`config.mk`:
```
export PLATFORM = sky130hd
export DESIGN_NAME = sdcs_root
export DESIGN_NICKNAME = d
export VERILOG_FILES = /design/src/rtl/core/sdcs_pkg.sv /design/src/rtl/core/sdcs_root.sv
export SDC_FILE = /design/constraint.sdc
export NUM_CORES = 2
export LEC_CHECK = 0
export ABC_CLOCK_PERIOD_IN_PS = 4700
export BUFFER_PORTS_ARGS = -buffer_cell sky130_fd_sc_hd__buf_2
export CORE_MARGIN = 2
export CORE_UTILIZATION = 35
export CTS_BUF_LIST = sky130_fd_sc_hd__clkbuf_16
export DETAILED_ROUTE_END_ITERATION = 16
export HOLD_SLACK_MARGIN = 0.06
export PLACE_DENSITY = 0.52
export SYNTH_ARGS = -nofsm -noshare
export SYNTH_HDL_FRONTEND = slang
export SYNTH_SLANG_ARGS = --single-unit
export TNS_END_PERCENT = 1
```
`constraint.sdc`:
```
create_clock -name clk -period 4.7 [get_ports clk]
set_clock_uncertainty 0.2 [all_clocks]
set_input_delay 0.47 -clock clk [delete_from_list [all_inputs] [get_ports clk]]
set_output_delay 0.47 -clock clk [all_outputs]
set_load 0.02 [all_outputs]
```
`src/rtl/core/sdcs_pkg.sv`:
```
// Shared constants, codes and helpers of the round-cone distance pipeline.
package sdcs_pkg;

  localparam int DIM      = 3;           // 2 drops the z axis
  localparam int CRD_W    = 32;          // Q16.16 coordinate
  localparam int RAD_W    = 31;          // Q16.16 radius
  localparam int IDX_W    = 3;           // register index
  localparam int FX_W     = CRD_W - 2;   // Q.13 difference
  localparam int RQ_W     = RAD_W - 3;   // Q.13 radius
  localparam int DR_W     = RQ_W + 1;    // signed radius difference
  localparam int SQ_W     = 2 * FX_W;    // sum of squares
  localparam int DOT_W    = SQ_W + 1;    // signed dot product

  localparam int RT_OUT_W = 32;
  localparam int RT_IN_W  = 2 * RT_OUT_W;
  localparam int RT_REM_W = RT_OUT_W + 2;
  localparam int RT_LAT   = RT_OUT_W;

  localparam int DV_N_W   = DOT_W;
  localparam int DV_D_W   = FX_W;
  localparam int DV_Q_W   = 33;
  localparam int DV_LAT   = DV_Q_W + 1;

  localparam int PIPE_LAT = 10 + 2 * RT_LAT + 3 * DV_LAT;

  localparam logic signed [CRD_W-1:0] DIST_MAX = {1'b0, {(CRD_W-1){1'b1}}};
  localparam logic signed [CRD_W-1:0] DIST_MIN = {1'b1, {(CRD_W-1){1'b0}}};

  typedef enum logic [IDX_W-1:0] {
    REG_START_X,
    REG_START_Y,
    REG_START_Z,
    REG_END_X,
    REG_END_Y,
    REG_END_Z,
    REG_START_RAD,
    REG_END_RAD
  } cfg_reg_t;

  // Exact Q16.16 difference, floored to Q.13.
  function automatic logic signed [FX_W-1:0] fdiff(logic signed [CRD_W-1:0] a,
                                                    logic signed [CRD_W-1:0] b);
    logic signed [CRD_W:0] d;
    d = $signed({a[CRD_W-1], a}) - $signed({b[CRD_W-1], b});
    return d[CRD_W:3];
  endfunction

  // Magnitude of a radius difference.
  function automatic logic [RQ_W-1:0] dr_mag(logic signed [DR_W-1:0] dr);
    logic signed [DR_W-1:0] n;
    n = -dr;
    return dr[DR_W-1] ? n[RQ_W-1:0] : dr[RQ_W-1:0];
  endfunction

endpackage

```
`src/rtl/core/sdcs_root.sv`:
```
// Pipelined floor square root, one result bit per stage.
module sdcs_root (
  input  logic                             clk,
  input  logic                             en,
  input  logic [sdcs_pkg::RT_IN_W-1:0]     rad,
  output logic [sdcs_pkg::RT_OUT_W-1:0]    root
);

  logic [sdcs_pkg::RT_REM_W-1:0] rem_r [sdcs_pkg::RT_LAT-1];
  logic [sdcs_pkg::RT_IN_W-1:0]  x_r   [sdcs_pkg::RT_LAT-1];
  logic [sdcs_pkg::RT_OUT_W-1:0] res_r [sdcs_pkg::RT_LAT];

  for (genvar k = 0; k < sdcs_pkg::RT_LAT; k++) begin : g_stage
    logic [sdcs_pkg::RT_REM_W-1:0] rem_p;
    logic [sdcs_pkg::RT_OUT_W-1:0] res_p;
    logic [sdcs_pkg::RT_IN_W-1:0]  x_p;
    logic [sdcs_pkg::RT_REM_W:0]   rem_in;
    logic [sdcs_pkg::RT_REM_W:0]   trial;
    logic                          take;

    if (k == 0) begin : g_first
      assign rem_p = '0;
      assign res_p = '0;
      assign x_p   = rad;
    end else begin : g_next
      assign rem_p = rem_r[k-1];
      assign res_p = res_r[k-1];
      assign x_p   = x_r[k-1];
    end

    // bring down the next two radicand bits, try (4*res+1)
    assign rem_in = {rem_p[sdcs_pkg::RT_REM_W-3:0], x_p[sdcs_pkg::RT_IN_W-1 -: 2]};
    assign trial  = {1'b0, res_p, 2'b01};
    assign take   = (rem_in >= trial);

    always_ff @(posedge clk) begin
      if (en) begin
        res_r[k] <= {res_p[sdcs_pkg::RT_OUT_W-2:0], take};
      end
    end

    if (k < sdcs_pkg::RT_LAT - 1) begin : g_carry
      always_ff @(posedge clk) begin
        if (en) begin
          rem_r[k] <= take ? sdcs_pkg::RT_REM_W'(rem_in - trial)
                           : sdcs_pkg::RT_REM_W'(rem_in);
          x_r[k]   <= x_p << 2;
        end
      end
    end
  end

  assign root = res_r[sdcs_pkg::RT_LAT-1];

endmodule

```
==> flow_summary_export.csv <==
group,metric,value,unit
synthesis,yosysMostFrequentCell,"edfxtp_1",
cts,cts_max_path_buffers,4,
power,p_per_area,498,nW/µm²
synthesis,synth_top_family_by_area,"simple AND/OR/NAND/NOR gates",
synthesis,synthSimpleGateAreaFrac,0.0984,
power,swShare,0.290,
run_status,status,"completed",
power,p_int,46.7,mW
power,p_seq_frac,0.453,
timing,setup-violations-final,0,
cts,cts_tree,"done",
cts,clk_latency,890,ps
synthesis,synth_cells,8912,
final_layout,drive_above_1_share,0.0840,
synthesis,synthTopCellsByArea,"edfxtp_1, ha_1, xnor2_1, xor2_1, a21oi_1",
timing,rsz0062_at_grt,"no",
timing,slew-limit-headroom,0.228,
job,cap_violations,0,
synthesis,synth_edf_count,2465,
floorplan,core,327000,µm²
power,ir_drop,0.306,mV
critical_path,cp_max_fo,23,
critical_path,cp-end-kind,"flip-flop",
critical_path,worstSetupPathType,"reg -> reg",
synthesis,synth_compound_area_frac,0.0978,
final_layout,areaGrowthSynthToFinish,14.9,%
timing,fin_crit_sh,0.896,
critical_path,cp.arrival,4640,ps
timing,min_period,4210,ps
synthesis,seq_area_frac_synth,0.643,
floorplan,die_area,333000,µm²
power,clockPowerShare,0.334,
cts,clock-sinks,2465,
final_layout,instances_no_fill,13900,
drt,wl_per_cell,18.1,µm
drt,drtAntennaViolNets,0,
drt,drtIter0Drc,4785,
critical_path,required,5130,ps
floorplan,io_pins,98,
global_routing,antenna_found_initial,4,
synthesis,syn_area,115000,µm²
final_layout,nNetsFinal,9983,
global_routing,grtUsageTotal,0.148,
drt,first_pass_iters,5,
synthesis,synth_top_area_frac,0.643,
place,gp_congestion,0.848,
synthesis,yosysUniqueCellTypes,82,
drt,drcViolationCount,0,
global_routing,grt_max_degree,136,
synthesis,syn_nets,9539,
power,combPwrFrac,0.212,
global_routing,grt_overflow_total,0,
drt,vias_per_cell,4.99,
synthesis,muxShareOfSynthArea,0.0103,
floorplan,start_util,0.352,
cts,clk_pin_slew,60,ps
synthesis,synth_fa_ha_area_frac,0.0610,
cts,h-tree-depth,5,
cts,cts_buffers,285,
floorplan,fp.dieH,577,µm
drt,totalWireLength,252000,µm
synthesis,avgSynthCellArea,12.9,µm²
cts,cts_root_buf,"clkbuf_16",
synthesis,synth_xor_area_frac,0.0598,
timing,maxSlewViolCount,0,
global_routing,grt_pass1_vias,69500,
drt,vias,69500,
power,p_leak,50.0,nW
timing,worst_slew_pin_slew,1140,ps
synthesis,synthArstFlopShare,0,
floorplan,die_x,577,µm
synthesis,ys_ff_latch,2465,
place,placed_cells_incl_taps,13300,
timing,fmax,237,MHz
critical_path,startpoint_type,"flip-flop",
global_routing,grt_pass1_wl,395000,µm
hold_path,hold_path.class,"in -> reg",
synthesis,yosysWarnings,0,
timing,tns,0,ps
place,io_buffers,97,
timing,final_hold_viol_count,0,
synthesis,yosysTopAreaCell,"edfxtp_1",
floorplan,fp-row-count,210,
place,hpwl,181000,µm
power,power.switching,19.1,mW
cts,post_cts_buffers,0,
synthesis,synth_flop_cell,"edfxtp_1",
synthesis,synth_commonest_cells,"edfxtp_1, inv_1, nand2_1, ha_1, nor2_1",
==> cell usage in the layout, fill, tap and decap left out, types with 96 or more instances in the layout <==
| cell type | Yosys | layout |
|---|---|---|
| a21o_1 | 225 | 225 |
| clkbuf_16 | 0 | 289 |
| nand4_1 | 109 | 109 |
| o21ai_0 | 461 | 461 |
| ha_1 | 561 | 561 |
| xnor2_1 | 446 | 446 |
| nor4_1 | 104 | 104 |
| buf_4 | 1 | 103 |
| inv_1 | 702 | 747 |
| a21oi_1 | 547 | 546 |
| nor3_1 | 196 | 196 |
| nand2_1 | 611 | 611 |
| o21a_1 | 113 | 113 |
| nand2b_1 | 103 | 103 |
| nand3_1 | 156 | 156 |
| buf_2 | 6 | 96 |
| edfxtp_1 | 2465 | 2465 |
| nor2_1 | 558 | 558 |
| xor2_1 | 340 | 340 |
| dlygate4sd3_1 | 0 | 121 |
==> path summary, 6_finish.rpt <==
kind,startpoint,end,slack (ps),cells after the start
setup reg to reg,rem_r[1][102],rem_r[1][139],490,12
setup / recovery,rem_r[1][102],rem_r[1][139],490,12
hold reg to reg,x_r[22][53],x_r[23][55],200,0
hold / removal,rad[34],x_r[0][34],150,2
==> area by class of cell <==
cell class                      instances  area [µm²]
Clock inverter                        222        2130
Sequential cell                      2465       74000
Antenna cell                            1        2.50
Timing Repair Buffer                  345        2970
Tap cell                             4346        5440
Multi-Input combinational cell       5552       37700
Fill cell                           30500      195000
Clock buffer                          289        7230
Inverter                              707        2650
==> routing by layer <==
metal | vias up | global-route usage | share of wire
met2 | 1215 | 0.262 | 0.50
li1 | 34000 | - | -
met5 | - | 0 | 0
met3 | 414 | 0.0190 | 0.036
met1 | 33900 | 0.189 | 0.44
met4 | 0 | 0.0438 | 0.027
==> worst max-delay path, stage by stage, from the launching register on <==
cell	delay [ps]
edfxtp_1	410
ha_1	370
nor2b_1	160
o21ai_0	490
a31oi_1	270
a221oi_1	480
o31ai_1	210
a311oi_1	520
o31a_1	260
clkinv_1	150
buf_4	250
nor2_1	120
a21oi_1	50
==> kinds of logic after synthesis <==
logic type / count (synthesis)
DFF: 2465
AOI/OAI and AO/OA: 1809
and+or+nand+nor: 2289
xor gates and xnor gates: 786
adders and majority gates: 561
other: 1
muxes: 106
buffers and inverters: 895
==> stage by stage <==
step | area, µm² | util | power [mW] | hold WS [ps] | setup slack (ps)
final | 132000 | 0.404 | 65.8 | 146 | 487
after global routing | 132000 | 0.404 | 69.4 | 104 | 142
after CTS | 132000 | 0.404 | 66.8 | 62.5 | 450
after detailed placement | 122000 | 0.372 | 44.2 | 205 | 463
after global placement | 122000 | 0.372 | 44.1 | 200 | 527
after floorplan | 115000 | - | 39.5 | 200 | 966
==> state kept, by name, indices dropped and copies added, names as in the netlist <==
register / flops
x_r: 992
rem_r: 945
res_r: 528
==> power groups by stage <==
stage               Clock, mW  Sequential (mW)  Combinational [mW]
detailed placement          0             30.4                13.8
finish                   22.0             29.8                14.0
global route             23.7             30.1                15.6
floorplan                   0             29.4                10.1
global placement            0             30.3                13.8
CTS                      22.8             29.9                14.0
==> repair_timing <==
action / in CTS / in global routing
resized for setup: 0 / 0
endpoints found under the hold margin: 101 / 0
hold buffers: 121 / 0
Power figures use the tool's default switching activity.
